<file path="src/rtl/fat_pkg.sv">
`timescale 1ns / 1ps

package fat_pkg;

  localparam int unsigned HEADER_BYTES = 8;
  localparam logic [63:0] MODEM_QUERY     = 64'h41540D41540D4154;
  localparam logic [31:0] MODEM_QUERY_LEN = 32'd8;
  localparam logic [15:0] PACKET_SIZE_RST = 16'd1024;

  // event codes
  localparam logic [1:0] OP_ARM   = 2'd0;
  localparam logic [1:0] OP_START = 2'd1;
  localparam logic [1:0] OP_SENT  = 2'd2;
  localparam logic [1:0] OP_RECV  = 2'd3;

  // action codes
  localparam logic [3:0] A_NONE   = 4'd0;
  localparam logic [3:0] A_HEADER = 4'd1;
  localparam logic [3:0] A_ACK    = 4'd2;
  localparam logic [3:0] A_DATA   = 4'd3;
  localparam logic [3:0] A_RECV   = 4'd4;
  localparam logic [3:0] A_SENT   = 4'd5;
  localparam logic [3:0] A_RCVD   = 4'd6;
  localparam logic [3:0] A_RESYNC = 4'd7;
  localparam logic [3:0] A_BADCMD = 4'd8;

  // configuration register indexes
  localparam logic CFG_PACKET_SIZE = 1'b0;
  localparam logic CFG_RESYNC_CMD  = 1'b1;

  typedef enum logic [2:0] {
    LK_IDLE = 3'b001,
    LK_SEND = 3'b010,
    LK_RECV = 3'b100
  } link_state_t;

  typedef enum logic [4:0] {
    SP_IDLE = 5'b00001,
    SP_INIT = 5'b00010,
    SP_FHDR = 5'b00100,
    SP_DATA = 5'b01000,
    SP_ACK  = 5'b10000
  } send_phase_t;

  typedef enum logic [4:0] {
    RP_IDLE = 5'b00001,
    RP_INIT = 5'b00010,
    RP_FHDR = 5'b00100,
    RP_DATA = 5'b01000,
    RP_ACK  = 5'b10000
  } recv_phase_t;

endpackage

</file>
<file path="src/rtl/fat_if.sv">
`timescale 1ns / 1ps

interface fat_event_if;
  logic        valid;
  logic        ready;
  logic [1:0]  opcode;
  logic [31:0] command;
  logic [31:0] total_length;
  logic [63:0] received_bytes;
  logic [31:0] received_length;
  logic signed [31:0] completion_code;

  modport source (
    output valid, opcode, command, total_length, received_bytes, received_length,
           completion_code,
    input  ready
  );
  modport sink (
    input  valid, opcode, command, total_length, received_bytes, received_length,
           completion_code,
    output ready
  );
endinterface

interface fat_action_if;
  logic        valid;
  logic        ready;
  logic [3:0]  action;
  logic [31:0] out_command;
  logic [31:0] out_length;
  logic signed [31:0] out_code;

  modport source (
    output valid, action, out_command, out_length, out_code,
    input  ready
  );
  modport sink (
    input  valid, action, out_command, out_length, out_code,
    output ready
  );
endinterface

</file>
<file path="src/rtl/fragment_ack_transport_fsm_top.sv">
`timescale 1ns / 1ps

// Fragmenting, acknowledging command transport sequencer.
// Event channel (ev): one item per transfer event (arm receive, start send,
// send completed, receive completed) with the fields that event needs.
// Action channel (act): at most one item per event, telling the data path
// to send a header, ack or data fragment, to post a receive, or reporting
// completion or an error. Events that cause nothing (the modem query, a
// completion while the matching side is idle) are taken and dropped.
// Configuration: cfg_we with cfg_index 0 sets packet_size (low 16 bits of
// cfg_data), index 1 sets resync_command. Write only while idle.
// An action is registered: it is valid in the cycle after its event is taken.
// Throughput: one event per cycle while the action register is empty or act.ready
// is high; the whole decision is a single pass through one 32-bit subtract and
// several 32-bit compares between the event port and the action register.
// Reset: all phases idle, counters zero, packet_size 1024, resync_command 0.
// Stall: ev.ready follows act.ready while an action is held, so events
// wait upstream; ready stays high while the action register is empty.
module fragment_ack_transport_fsm_top (
  input  logic        clk,
  input  logic        rst,
  fat_event_if.sink   ev,
  fat_action_if.source act,
  input  logic        cfg_we,
  input  logic        cfg_index,
  input  logic [31:0] cfg_data
);
  import fat_pkg::*;

  logic [15:0] packet_size;
  logic [31:0] resync_command;

  link_state_t link_state, link_state_next;
  send_phase_t send_phase, send_phase_next;
  recv_phase_t recv_phase, recv_phase_next;
  logic [31:0] tx_command, tx_command_next;
  logic [31:0] tx_total, tx_total_next;
  logic [31:0] tx_written, tx_written_next;
  logic [31:0] rx_command, rx_command_next;
  logic [31:0] rx_total, rx_total_next;

  logic        accept;
  logic        res_valid;
  logic [3:0]  res_action;
  logic [31:0] res_command;
  logic [31:0] res_length;
  logic [31:0] res_code;

  logic [31:0] pkt32;
  logic [31:0] remaining;
  logic [31:0] frag;
  logic [31:0] hcmd;
  logic [31:0] hlen;
  logic        modem_query;

  assign ev.ready = !act.valid || act.ready;
  assign accept   = ev.valid && ev.ready;

  assign pkt32       = {16'd0, packet_size};
  assign remaining   = tx_total - tx_written;
  assign frag        = (remaining < pkt32) ? remaining : pkt32;
  assign hcmd        = ev.received_bytes[63:32];
  assign hlen        = ev.received_bytes[31:0];
  assign modem_query = (ev.received_length == MODEM_QUERY_LEN) &&
                       (ev.received_bytes == MODEM_QUERY);

  always_comb begin
    link_state_next = link_state;
    send_phase_next = send_phase;
    recv_phase_next = recv_phase;
    tx_command_next = tx_command;
    tx_total_next   = tx_total;
    tx_written_next = tx_written;
    rx_command_next = rx_command;
    rx_total_next   = rx_total;
    res_valid       = 1'b0;
    res_action      = A_NONE;
    res_command     = '0;
    res_length      = '0;
    res_code        = '0;

    if (accept) begin
      case (ev.opcode)
        OP_ARM: begin
          link_state_next = LK_RECV;
          recv_phase_next = RP_INIT;
          res_valid       = 1'b1;
          res_action      = A_RECV;
          res_length      = 32'(HEADER_BYTES);
        end
        OP_START: begin
          tx_command_next = ev.command;
          tx_total_next   = ev.total_length;
          tx_written_next = '0;
          link_state_next = LK_SEND;
          recv_phase_next = RP_IDLE;
          send_phase_next = (ev.total_length > pkt32) ? SP_INIT : SP_FHDR;
          res_valid       = 1'b1;
          res_action      = A_HEADER;
          res_command     = ev.command;
          res_length      = ev.total_length;
        end
        OP_SENT: begin
          case (send_phase)
            SP_INIT, SP_ACK: begin
              send_phase_next = SP_IDLE;
              link_state_next = LK_RECV;
              recv_phase_next = (send_phase == SP_INIT) ? RP_ACK : RP_FHDR;
              res_valid       = 1'b1;
              res_action      = A_RECV;
              res_length      = 32'(HEADER_BYTES);
            end
            SP_FHDR, SP_DATA: begin
              res_valid = 1'b1;
              if ((send_phase == SP_FHDR && tx_written == tx_total) ||
                  (send_phase == SP_DATA && tx_total <= pkt32)) begin
                // whole message out: report and forget it
                tx_command_next = '0;
                tx_total_next   = '0;
                tx_written_next = '0;
                link_state_next = LK_IDLE;
                send_phase_next = SP_IDLE;
                res_action      = A_SENT;
                res_command     = tx_command;
                res_code        = ev.completion_code;
              end else if (send_phase == SP_FHDR) begin
                link_state_next = LK_SEND;
                send_phase_next = SP_DATA;
                tx_written_next = tx_written + frag;
                res_action      = A_DATA;
                res_command     = tx_command;
                res_length      = frag;
              end else begin
                // wait for the ack of this fragment
                send_phase_next = SP_IDLE;
                link_state_next = LK_RECV;
                recv_phase_next = RP_ACK;
                res_action      = A_RECV;
                res_length      = 32'(HEADER_BYTES);
              end
            end
            default: ;
          endcase
        end
        default: begin
          if (!modem_query) begin
            case (recv_phase)
              RP_INIT, RP_FHDR: begin
                res_valid = 1'b1;
                if (recv_phase == RP_INIT) begin
                  rx_command_next = hcmd;
                  rx_total_next   = hlen;
                end
                if ((recv_phase == RP_INIT && hcmd == resync_command) ||
                    (recv_phase == RP_FHDR && hcmd != rx_command)) begin
                  send_phase_next = SP_IDLE;
                  recv_phase_next = RP_IDLE;
                  link_state_next = LK_IDLE;
                  res_action      = (recv_phase == RP_INIT) ? A_RESYNC : A_BADCMD;
                  res_command     = hcmd;
                end else if (recv_phase == RP_INIT && hlen > pkt32) begin
                  // long message: ack the first header
                  link_state_next = LK_SEND;
                  recv_phase_next = RP_IDLE;
                  send_phase_next = SP_ACK;
                  res_action      = A_ACK;
                  res_command     = hcmd;
                end else if (hlen != '0) begin
                  link_state_next = LK_RECV;
                  recv_phase_next = RP_DATA;
                  res_action      = A_RECV;
                  res_length      = hlen;
                end else begin
                  link_state_next = LK_IDLE;
                  send_phase_next = SP_IDLE;
                  recv_phase_next = RP_IDLE;
                  rx_command_next = '0;
                  rx_total_next   = '0;
                  res_action      = A_RCVD;
                  res_command     = hcmd;
                  res_code        = ev.completion_code;
                end
              end
              RP_DATA: begin
                res_valid = 1'b1;
                if (rx_total > pkt32) begin
                  link_state_next = LK_SEND;
                  recv_phase_next = RP_IDLE;
                  send_phase_next = SP_ACK;
                  res_action      = A_ACK;
                  res_command     = rx_command;
                end else begin
                  link_state_next = LK_IDLE;
                  send_phase_next = SP_IDLE;
                  recv_phase_next = RP_IDLE;
                  rx_command_next = '0;
                  rx_total_next   = '0;
                  res_action      = A_RCVD;
                  res_command     = rx_command;
                  res_code        = ev.completion_code;
                end
              end
              RP_ACK: begin
                res_valid = 1'b1;
                if (hcmd != tx_command) begin
                  send_phase_next = SP_IDLE;
                  recv_phase_next = RP_IDLE;
                  link_state_next = LK_IDLE;
                  res_action      = A_BADCMD;
                  res_command     = hcmd;
                end else begin
                  // next fragment never exceeds packet_size, so no initial header
                  link_state_next = LK_SEND;
                  recv_phase_next = RP_IDLE;
                  send_phase_next = SP_FHDR;
                  res_action      = A_HEADER;
                  res_command     = tx_command;
                  res_length      = frag;
                end
              end
              default: ;
            endcase
          end
        end
      endcase
    end
  end

  always_ff @(posedge clk) begin
    if (rst) begin
      packet_size    <= PACKET_SIZE_RST;
      resync_command <= '0;
      link_state     <= LK_IDLE;
      send_phase     <= SP_IDLE;
      recv_phase     <= RP_IDLE;
      tx_command     <= '0;
      tx_total       <= '0;
      tx_written     <= '0;
      rx_command     <= '0;
      rx_total       <= '0;
      act.valid      <= 1'b0;
    end else begin
      if (cfg_we) begin
        case (cfg_index)
          CFG_PACKET_SIZE: packet_size    <= cfg_data[15:0];
          CFG_RESYNC_CMD:  resync_command <= cfg_data;
          default: ;
        endcase
      end
      link_state <= link_state_next;
      send_phase <= send_phase_next;
      recv_phase <= recv_phase_next;
      tx_command <= tx_command_next;
      tx_total   <= tx_total_next;
      tx_written <= tx_written_next;
      rx_command <= rx_command_next;
      rx_total   <= rx_total_next;
      if (act.ready) begin
        act.valid <= 1'b0;
      end
      if (res_valid) begin
        act.valid <= 1'b1;
      end
    end
  end

  always_ff @(posedge clk) begin
    if (res_valid) begin
      act.action      <= res_action;
      act.out_command <= res_command;
      act.out_length  <= res_length;
      act.out_code    <= res_code;
    end
  end

  a_start_gives_header: assert property (@(posedge clk) disable iff (rst)
    accept && ev.opcode == OP_START |=> act.valid && act.action == A_HEADER)
    else $error("start send did not give a header");

  a_arm_posts_receive: assert property (@(posedge clk) disable iff (rst)
    accept && ev.opcode == OP_ARM |=> link_state == LK_RECV && recv_phase == RP_INIT)
    else $error("arm receive did not enter initial header receive");

  a_idle_send_silent: assert property (@(posedge clk) disable iff (rst)
    accept && ev.opcode == OP_SENT && send_phase == SP_IDLE
    |=> send_phase == SP_IDLE && $stable(tx_written))
    else $error("send completion while idle changed state");

  a_header_sets_send: assert property (@(posedge clk) disable iff (rst)
    accept && res_valid && (res_action == A_HEADER || res_action == A_ACK)
    |=> link_state == LK_SEND && recv_phase == RP_IDLE)
    else $error("header or ack sent outside send state");

endmodule
</file>
<file path="src/flat_wrapper.sv">
// flat-port wrapper written by rule: the top's interface ports become plain ports
module fragment_ack_transport_fsm_top_flat import fat_pkg::*;
  (clk, rst, cfg_we, cfg_index, cfg_data, ev_valid, ev_opcode, ev_command, ev_total_length, ev_received_bytes, ev_received_length, ev_completion_code, ev_ready, act_valid, act_action, act_out_command, act_out_length, act_out_code, act_ready);
  fat_event_if ev_i ();
  fat_action_if act_i ();
  input  logic clk;
  input  logic rst;
  input  logic cfg_we;
  input  logic cfg_index;
  input  logic [31:0] cfg_data;
  input wire logic [$bits(ev_i.valid)-1:0] ev_valid;
  input wire logic [$bits(ev_i.opcode)-1:0] ev_opcode;
  input wire logic [$bits(ev_i.command)-1:0] ev_command;
  input wire logic [$bits(ev_i.total_length)-1:0] ev_total_length;
  input wire logic [$bits(ev_i.received_bytes)-1:0] ev_received_bytes;
  input wire logic [$bits(ev_i.received_length)-1:0] ev_received_length;
  input wire logic [$bits(ev_i.completion_code)-1:0] ev_completion_code;
  output wire logic [$bits(ev_i.ready)-1:0] ev_ready;
  output wire logic [$bits(act_i.valid)-1:0] act_valid;
  output wire logic [$bits(act_i.action)-1:0] act_action;
  output wire logic [$bits(act_i.out_command)-1:0] act_out_command;
  output wire logic [$bits(act_i.out_length)-1:0] act_out_length;
  output wire logic [$bits(act_i.out_code)-1:0] act_out_code;
  input wire logic [$bits(act_i.ready)-1:0] act_ready;
  assign ev_i.valid = ev_valid;
  assign ev_i.opcode = ev_opcode;
  assign ev_i.command = ev_command;
  assign ev_i.total_length = ev_total_length;
  assign ev_i.received_bytes = ev_received_bytes;
  assign ev_i.received_length = ev_received_length;
  assign ev_i.completion_code = ev_completion_code;
  assign ev_ready = ev_i.ready;
  assign act_valid = act_i.valid;
  assign act_action = act_i.action;
  assign act_out_command = act_i.out_command;
  assign act_out_length = act_i.out_length;
  assign act_out_code = act_i.out_code;
  assign act_i.ready = act_ready;
  fragment_ack_transport_fsm_top u_core (.clk(clk), .rst(rst), .ev(ev_i), .act(act_i), .cfg_we(cfg_we), .cfg_index(cfg_index), .cfg_data(cfg_data));
endmodule
</file>
<file path="config.mk">
export PLATFORM = sky130hd
export DESIGN_NAME = fragment_ack_transport_fsm_top_flat
export DESIGN_NICKNAME = d
export VERILOG_FILES = /design/src/rtl/fat_pkg.sv /design/src/rtl/fat_if.sv /design/src/rtl/fragment_ack_transport_fsm_top.sv /design/src/flat_wrapper.sv
export SDC_FILE = /design/constraint.sdc
export NUM_CORES = 1
export LEC_CHECK = 0
export BUFFER_PORTS_ARGS = -buffer_cell sky130_fd_sc_hd__buf_2
export CAP_MARGIN = 20
export CORE_UTILIZATION = 52
export CTS_CLUSTER_DIAMETER = 100
export CTS_CLUSTER_SIZE = 16
export DETAILED_ROUTE_END_ITERATION = 7
export GPL_TIMING_DRIVEN = 0
export PLACE_DENSITY = 0.8
export SKIP_LAST_GASP = 1
export SLEW_MARGIN = 25
export SYNTH_ARGS = -nofsm -noshare
export SYNTH_HDL_FRONTEND = slang
export SYNTH_SLANG_ARGS = --single-unit
</file>
<file path="constraint.sdc">
create_clock -name clk -period 20.9 [get_ports clk]
set_input_delay 3.135 -clock clk [delete_from_list [all_inputs] [get_ports clk]]
set_output_delay 3.135 -clock clk [all_outputs]
set_load 0.03 [all_outputs]
</file>
# Word-level counts from Yosys, hierarchy flattened
# Cells that the tools add are included.
# op_classes
n_eq_ne,26
n_bitwise,4
n_mux,90
order_cmp,5
reduce_logical,33
add_sub_neg,2
# op_table
cell,n
2-to-1 mux 32 bit,37
case mux 32 bit (2 select lines),9
case mux 32 bit (3 select lines),3
> comparator 32 x 16 -> 1 bit,3
equality test 32 bit,2
equality test 64 x 63 -> 1 bit (second input constant),1
!= test 32 bit,2
2-to-1 mux 5 bit,12
case mux 5 bit (3 select lines),3
adder 32 bit,1
equality test 32 x 4 -> 1 bit (second input constant),1
less-or-equal comparator 32 x 16 -> 1 bit,1
< comparator 32 x 16 -> 1 bit,1
2-to-1 mux 4 bit,8
nonzero test 32 bit,1
subtractor 32 bit,1
case mux 5 bit (2 select lines),3
case mux 4 bit (3 select lines),2
2-to-1 mux 3 bit,4
!= test 3 bit (second input constant),4
AND reduction 6 bit,2
equality test 5 x 2 -> 1 bit (second input constant),2
equality test 5 x 3 -> 1 bit (second input constant),2
equality test 5 x 4 -> 1 bit (second input constant),2
other kinds (25),53
# word_totals
output_inout_bits,102
ff_bits,319
wordCells,174
inputBits,232

# Depth between registers and ports, before layout
# Gate-level depths: netlist (run 1).
# depth
depth_word,8
mapped_depth,36
ltp_nobuf,35

# Least setup slack after synthesis (run 1)
# Ideal clock, no wire load.
# synth_path
path_type,reg2reg
startpoint,reg u_core.tx_written[1]
endpoint,reg u_core.tx_written[31]
stages_incl_launch_ff,37
slack_ns,13.175
t_arrival_ns,7.604
path_cell_list,dfxtp_1 > inv_1 > ha_1 > nand2b_1 > a21oi_1 > or3b_4 > a21oi_4 > nor2b_1 > o21ai_0 > nand2b_1 > a21bo_2 > xnor2_1 > inv_1 > ha_1 > a21oi_1 > a21boi_0 > o211ai_1 > nor4_1 > nand4b_1 > nor4_1 > nand4_1 > or4b_4 > nor3_2 > buf_6 > mux2i_1 > ha_1 > a21o_1 > a21oi_1 > o211ai_1 > a41oi_1 > o21ai_0 > a21o_1 > clkbuf_1 > and4_1 > a2111oi_0 > or3_1 > o21ai_0
# synth_via
elab_chain_len,8
word_cells_on_any_way,13
cone_classes,add/sub (2); order compare (1); eq/ne (2); mux (5); reduce/logical (3)
# synth_lines
element,line,rtl
"start, declared",fragment_ack_transport_fsm_top.sv:38,"logic [31:0] tx_written, tx_written_next;"
"start signal, assigned",fragment_ack_transport_fsm_top.sv:255,tx_written <= tx_written_next;
subtractor 32 bit,fragment_ack_transport_fsm_top.sv:60,assign remaining = tx_total - tx_written;
< comparator 32 x 16 -> 1 bit,fragment_ack_transport_fsm_top.sv:61,assign frag = (remaining < pkt32) ? remaining : pkt32;
2-to-1 mux 32 bit,fragment_ack_transport_fsm_top.sv:61,
adder 32 bit,fragment_ack_transport_fsm_top.sv:129,tx_written_next = tx_written + frag;
2-to-1 mux 32 bit,fragment_ack_transport_fsm_top.sv:126,end else if (send_phase == SP_FHDR) begin
2-to-1 mux 32 bit,fragment_ack_transport_fsm_top.sv:115,if ((send_phase == SP_FHDR && tx_written == tx_total) ||
2-to-1 mux 32 bit,fragment_ack_transport_fsm_top.sv:104,case (send_phase)
case mux 32 bit (2 select lines),fragment_ack_transport_fsm_top.sv:83,case (ev.opcode)
# Several ways; a longest one is shown, not always the timed one. The select of a mux whose other input is x is not followed.
# A chain may end at the register's enable or synchronous reset.

# Worst setup path in the final report (run 1)
# layout_path
startpoint,reg u_core.tx_written[6]
endpoint,reg u_core.tx_written[31]
# The elaborated chain is that of the path after synthesis.

==> impl_metrics.json, run 1 <==
{
  "yosys.area.top_type_share": 0.224,
  "synth_compound_area_frac": 0.245,
  "synth-seq-cells": 319,
  "worstPathArrival_ns": 10.07,
  "grt-ovfl-total": 0,
  "clkSinkCount": 319,
  "hp-start": "u_core.packet_size[11]$_SDFFE_PP0P_",
  "crit_path_max_incr_delay_ns": 0.65,
  "first_global_vias": 18300,
  "cts_tree": "done",
  "ys_top_cells_by_area": "dfxtp_1, edfxtp_1, ha_1",
  "powerDensity_nw_per_um2": 62.5,
  "hold_viol": 0,
  "yosysSeqAreaShare": 0.378,
  "dpl.hpwl_um": 56600,
  "fin_crit_ns": 9.59,
  "cp-start-kind": "flip-flop",
  "top_layer": "met5",
  "cts_setup_buffers": 0,
  "crit_family": "compound AO/OA/AOI/OAI gates",
  "floorplan.initialDensity": 0.532,
  "setup_viol": 0,
  "ys_warn_count": 0,
  "path_max_fanout": 10,
  "viasPerCell": 6.66,
  "syn_to_final_growth_pct": 14.7,
  "synthFlopType": "dfxtp_1",
  "startpoint": "u_core.tx_written[6]$_SDFFE_PP0P_",
  "async_flop_share": 0,
  "wirelength_um": 71500,
  "cts_root_buffer": "clkbuf_16",
  "synth-edff-count": 100,
  "wl_met3_um": 8380,
  "syn_area_um2": 19600,
  "critical_path_required_ns": 21.38,
  "cts.repair.resized": 0,
  "fin_tns_setup_ns": 0,
  "row_count": 70,
  "synth_top_area_cell": "dfxtp_1",
  "crit_buf_inv": 4,
  "io_pins": 334,
  "synthXorXnorAreaFrac": 0.0636,
  "vdd_drop_max_mv": 0.0624,
  "gp_congestion": 1.01,
  "cts_max_level": 1,
  "worstReg2RegStart": "u_core.tx_written[6]$_SDFFE_PP0P_",
  "final_area_um2": 22400,
  "status": "completed",
  "synth-simple-area-share": 0.160,
  "muxShareOfSynthArea": 0.0129,
  "wire_per_inst_um": 24.3,
  "via_count": 19600,
  "end_kind": "flip-flop",
  "drtAntennaViolNets": 0,
  "synth-adder-area-share": 0.0935,
  "grt_antenna_before_repair": 3,
  "route.met2.wl_um": 31100,
  "clock_latency_ns": 0.56,
  "drt_first_pass_iters": 6,
  "cts_hold_buf": 0,
  "drv_cap": 0,
  "drive_above_1_share": 0.159,
  "port_buffers": 300,
  "fmax_mhz": 104,
  "drv_slew": 0,
  "period_share": 0.459,
  "clk_path_buf_depth": 3,
  "worstMarginPinSlew_ns": 0.971,
  "chipHeight_um": 196,
  "syn_avg_cell_area_um2": 9.21,
  "die_x_um": 196,
  "ys_types": 85,
  "grt_pass1_wl_um": 107000,
  "drt-initial-drc-count": 2516,
  "grt_use_total": 0.360,
  "p_leak_nw": 8.88,
  "skew_ns": 0.0221,
  "syn_inst": 2125,
  "place_area_um2": 21800,
  "synth_top_family_by_area": "compound AO/OA/AOI/OAI gates",
  "clkTransAtPathRegs_ns": 0.09,
  "fp.dieArea_um2": 38400,
  "final_nets": 2837,
  "routedLengthMet1_um": 29200,
  "grt_max_degree": 50,
  "hp-class": "flip-flop to flip-flop",
  "cts_buffers": 23,
  "crit_slowest_cell": "nor3_2",
  "drc": 0,
  "rsz0062_at_grt": "no",
  "relSlewSlack": 0.346,
  "core_um2": 36800,
  "worstSetupPathType": "flip-flop to flip-flop"
}
-- stage by stage --
stage                     hold WS (ns)  power [mW]  utilization  cells  setup WS, ns
final                            0.462        1.40        0.610   2944         11.31
after global routing             0.486        1.45        0.610   2944         10.76
after floorplan                  0.436       0.866            -   2131         13.17
after global placement           0.444       0.966        0.589   2899         10.28
after CTS                        0.460        1.40        0.609   2943         11.47
after detailed placement         0.448       0.971        0.592   2903         11.62
-- power breakdown --
group          switching [mW]  internal (mW)
sequential             0.0109          0.656
combinational           0.198          0.103
clock                   0.226          0.209
total                   0.434          0.968
-- per-layer routing --
metal,vias up,track usage
met1,9407,0.497
met2,1325,0.555
met5,-,0
met3,196,0.0743
li1,8683,-
met4,2,0.130
-- logic make-up after synthesis --
kind of cell,after synthesis
buffers and inverters,232
AND/OR/NAND/NOR,611
XOR/XNOR,142
adder cells (fa/ha/maj),145
multiplexers,25
flip-flops,319
AO/OA/AOI/OAI,650
other,1
-- registers in the layout (all words and copies together) (netlist names) --
register,count
u_core.act.out_code,32
u_core.act.out_command,32
u_core.act.out_length,32
u_core.resync_command,32
u_core.rx_command,32
u_core.rx_total,32
u_core.tx_command,32
u_core.tx_total,32
u_core.tx_written,32
u_core.packet_size,16
u_core.recv_phase,5
u_core.send_phase,5
u_core.act.action,4
u_core.act.valid,1
-- tightest hold or removal path: cells and delay by family (launching register included) --
family	cells	cell delay, ns
AO/OA/AOI/OAI	1	0.05
flip-flops	1	0.32
AND/OR/NAND/NOR	1	0.05
-- placed cells by master, fill, tap and decap left out, types with 12 or more instances in the layout --
cell type	count
a32oi_1	14
edfxtp_1	100
a32o_1	47
nand4_1	56
nand2_1	175
clkbuf_16	23
xnor2_1	62
a221o_1	32
a22oi_1	51
dfxtp_1	219
nand2b_1	15
o21ai_0	92
buf_2	311
clkbuf_1	135
nor4_1	55
xor2_1	80
nor3_1	37
o21a_1	14
nor2_1	108
ha_1	143
a22o_1	98
inv_1	86
a21oi_1	145
and2_1	39
a31oi_1	12
nand3_1	53
mux2i_1	24
a211oi_1	12
a21o_1	23
o211ai_1	21
-- final cells by class --
| type | count | area [um^2] |
|---|---|---|
| Fill cell | 3176 | 14400 |
| Timing Repair Buffer | 304 | 1560 |
| Clock inverter | 1 | 20.0 |
| Antenna cell | 1 | 2.50 |
| Tap cell | 468 | 586 |
| Inverter | 86 | 323 |
| Clock buffer | 39 | 636 |
| Multi-Input combinational cell | 1580 | 11300 |
| Sequential cell | 319 | 7390 |
| Buffer | 146 | 594 |
-- worst paths after layout --
path	cells after the start	end	slack, ns
setup reg to reg	35	u_core.tx_written[31]$_SDFFE_PP0P_	11.31
hold reg to reg	2	u_core.packet_size[11]$_SDFFE_PP0P_	0.46
setup / recovery	35	u_core.tx_written[31]$_SDFFE_PP0P_	11.31
hold / removal	2	u_core.packet_size[11]$_SDFFE_PP0P_	0.46
-- cell usage after synthesis, drive strengths merged (4+ instances only) --
cell type,count
a22oi,51
nor4,56
o22ai,6
o31ai,5
o21ai,98
a21o,23
a21oi,149
a221o,32
buf,25
nand2b,16
a2111oi,5
o21bai,6
inv,86
o211ai,24
nor4b,10
a21boi,5
xnor2,62
nor2,108
nor3,39
nand2,176
clkbuf,121
and3,11
a31oi,12
nor2b,9
a32oi,14
mux2i,24
a32o,47
and4,6
and2,39
a22o,98
o21a,14
a211o,4
dfxtp,219
or2,4
o221ai,17
a41oi,4
edfxtp,100
a211oi,16
nand3,53
nand4,56
xor2,80
ha,143
nor4bb,4
or3,10
(Power assumes the default switching activity.)
==> run 2: changes to the inputs <==
- ABC_AREA: default -> 1
- PLACE_DENSITY: 0.8 -> 0.82
- clock period: 20.9 -> 8.22 ns (I/O delays scaled with it)
==> run 2 against run 1 <==
  * Hold slack better by 0.0065 ns
  * Synthesized area is 15% higher
  * Sequential share of layout area is 4.1 points lower
  * Global-route usage is 1.4 points higher
  * Final cell count is 48% higher
  * Core utilization is 0.34 points lower
  * Combinational power grew to 2.9 times the previous value
  * Clock skew is 0.029 ns higher
  * Total power grew to 2.7 times the previous value
  * Critical endpoint is now u_core.tx_written[27]$_SDFFE_PP0P_
  * Flip-flop and latch count stayed put
==> impl_metrics.json, run 2 <==
{
  "holdPathStages": 2,
  "row_count": 75,
  "gp_congestion": 1.02,
  "worstReg2RegStart": "u_core.tx_written[5]$_SDFFE_PP0P_",
  "core_um2": 42300,
  "drv_slew": 0,
  "final_cells": 4371,
  "clkTransAtPathRegs_ns": 0.09,
  "p_leak_nw": 11.6,
  "first_global_vias": 22500,
  "wirelength_um": 85800,
  "final_common_cell": "nand2_1",
  "die_x_um": 210,
  "via_count": 25400,
  "r2r_slack_ns": 1.74,
  "hp-start": "u_core.rx_total[0]$_SDFFE_PP0P_",
  "fillCellCount": 4109,
  "final_nets": 4150,
  "dp.cells": 4324,
  "multi_input_area_um2": 13000,
  "skew_ns": 0.0515,
  "crit_top_cell": "a21oi_1",
  "crit_slowest_cell": "nor4_1",
  "clkSinkCount": 319,
  "dpl.hpwl_um": 67400,
  "worstMarginPinSlew_ns": 1.19,
  "chipHeight_um": 210,
  "drtAntennaViolNets": 0,
  "grt_max_degree": 58,
  "grt-ovfl-total": 0,
  "synth_top_area_cell": "dfxtp_1",
  "cts.repair.resized": 0,
  "syn_area_um2": 22600,
  "cts_root_buffer": "clkbuf_16",
  "drv_cap": 0,
  "crit_buf_inv": 5,
  "wire_per_inst_um": 19.6,
  "viasPerCell": 5.81,
  "cts_tree": "done",
  "place_area_um2": 24900,
  "setup_ws_ns": 1.74,
  "vdd_drop_max_mv": 0.164,
  "worstSetupPathType": "flip-flop to flip-flop",
  "yosys.area.top_type_share": 0.194,
  "synth-seq-cells": 319,
  "cp-start-kind": "flip-flop",
  "syn_inst": 3426,
  "final_area_um2": 25700,
  "drive_above_1_share": 0.113,
  "grt_pass1_wl_um": 127000,
  "setup_viol": 0,
  "syn_to_final_growth_pct": 13.8,
  "hp-class": "flip-flop to flip-flop",
  "hold_end": "u_core.rx_total[0]$_SDFFE_PP0P_",
  "rr_endpoint": "u_core.tx_written[27]$_SDFFE_PP0P_",
  "reg2regPathDepth": 30,
  "ys_warn_count": 0,
  "async_flop_share": 0,
  "rsz0062_at_grt": "no",
  "synth_commonest_cells": "nand2_1, inv_1, a21oi_1, nand3_1, dfxtp_1",
  "fin_tns_setup_ns": 0,
  "synthFlopType": "dfxtp_1",
  "io_pins": 334,
  "period_share": 0.788,
  "ys_types": 46,
  "hold_viol": 0,
  "end_kind": "flip-flop",
  "floorplan.initialDensity": 0.533,
  "drc": 0,
  "crit_path_max_incr_delay_ns": 0.66,
  "relSlewSlack": 0.208,
  "ys_top_cells_by_area": "dfxtp_1, nand2_1, edfxtp_1",
  "fin_crit_ns": 6.48,
  "status": "completed",
  "clk_path_buf_depth": 3,
  "powerDensity_nw_per_um2": 147,
  "grt_antenna_before_repair": 5,
  "place_ws_ns": 2.07,
  "critical_path_required_ns": 8.63,
  "drt-initial-drc-count": 3284,
  "cts_setup_buffers": 0,
  "path_max_fanout": 10,
  "grt_use_total": 0.374,
  "most-common-layout-cells": "nand2_1, inv_1, buf_2",
  "drt_first_pass_iters": 7,
  "cts_max_level": 1,
  "synthMostInstantiatedCell": "nand2_1",
  "synth-edff-count": 100,
  "cts_hold_buf": 0,
  "port_buffers": 312,
  "worstPathArrival_ns": 6.89,
  "seqCellArea_um2": 7390,
  "fp.dieArea_um2": 44200,
  "fmax_mhz": 154,
  "final_util": 0.606,
  "cts_buffers": 24,
  "clock_latency_ns": 0.58,
  "yosysSeqAreaShare": 0.327,
  "crit_family": "compound AO/OA/AOI/OAI gates",
  "syn_avg_cell_area_um2": 6.59
}
## run 2: cell count changes after synthesis, sizes merged, moves of 26 or more
| cell | previous run | this run |
|---|---|---|
| a221o | 32 | 0 |
| a22o | 98 | 0 |
| a22oi | 51 | 0 |
| nand3 | 53 | 239 |
| and2 | 39 | 4 |
| nor2 | 108 | 188 |
| a32o | 47 | 0 |
| inv | 86 | 403 |
| xor2 | 80 | 28 |
| o22ai | 6 | 32 |
| o21ai | 98 | 185 |
| nand2 | 176 | 1109 |
| a21oi | 149 | 303 |
## run 2: cell type report
type,instances,area share
sequential,319,0.288
clock buffer,40,0.0270
antenna,5,0.000488
buffer,163,0.0257
tap,577,0.0281
clock inverter,2,0.000780
multi-input combinational,2546,0.508
timing repair buffer,315,0.0631
inverter,404,0.0591
## run 2: layer usage
layer / GRT usage / vias to the layer above / wire length, um
li1: - / 11900 / -
met1: 0.519 / 11600 / 35400
met2: 0.559 / 1674 / 35700
met3: 0.0891 / 214 / 11100
met4: 0.145 / 2 / 3570
met5: 0 / - / 10
## run 2: power breakdown
| part | internal [mW] | leakage [nW] | switching, mW |
|---|---|---|---|
| registers | 1.67 | 2.73 | 0.0274 |
| logic | 0.269 | 8.50 | 0.608 |
| clock network | 0.578 | 0.342 | 0.607 |
## run 2: cells by family (layout without fill, tap and decap cells)
group	Yosys count	count (layout)	share of synthesized area
flip-flops	319	319	0.327
adder cells (fa/ha/maj)	145	145	0.0811
buffers and inverters	567	924	0.0965
XOR/XNOR	75	75	0.0291
AND/OR/NAND/NOR	1731	1731	0.325
AO/OA/AOI/OAI	588	588	0.141
other	1	12	0.000166
## run 2: metrics by stage
step                power (mW)  hold slack (ns)
finish                    3.76            0.469
global route              3.89            0.498
CTS                       3.72            0.468
detailed placement        2.58            0.456
global placement          2.56            0.449
floorplan                 2.27            0.440
## run 2: tightest hold or removal path, cell delays in order, from the launching register on
cell,delay (ns)
dfxtp_1,0.32
nand2_1,0.06
a21oi_1,0.05
## run 2: worst max-delay path by stage
stage	slack [ns]	cells past startpoint	start	endpoint
floorplan	3.34	10	ev_received_bytes[40]	u_core.act.action[0]$_SDFFCE_PN0P_
global placement	1.26	7	ev_opcode[1]	u_core.act.out_length[14]$_SDFFCE_PN0P_
detailed placement	2.07	31	u_core.tx_written[5]$_SDFFE_PP0P_	u_core.tx_written[18]$_SDFFE_PP0P_
CTS	1.99	32	u_core.tx_written[5]$_SDFFE_PP0P_	u_core.tx_written[27]$_SDFFE_PP0P_
global route	1.19	32	u_core.tx_written[7]$_SDFFE_PP0P_	u_core.tx_written[27]$_SDFFE_PP0P_
finish	1.74	30	u_core.tx_written[5]$_SDFFE_PP0P_	u_core.tx_written[27]$_SDFFE_PP0P_
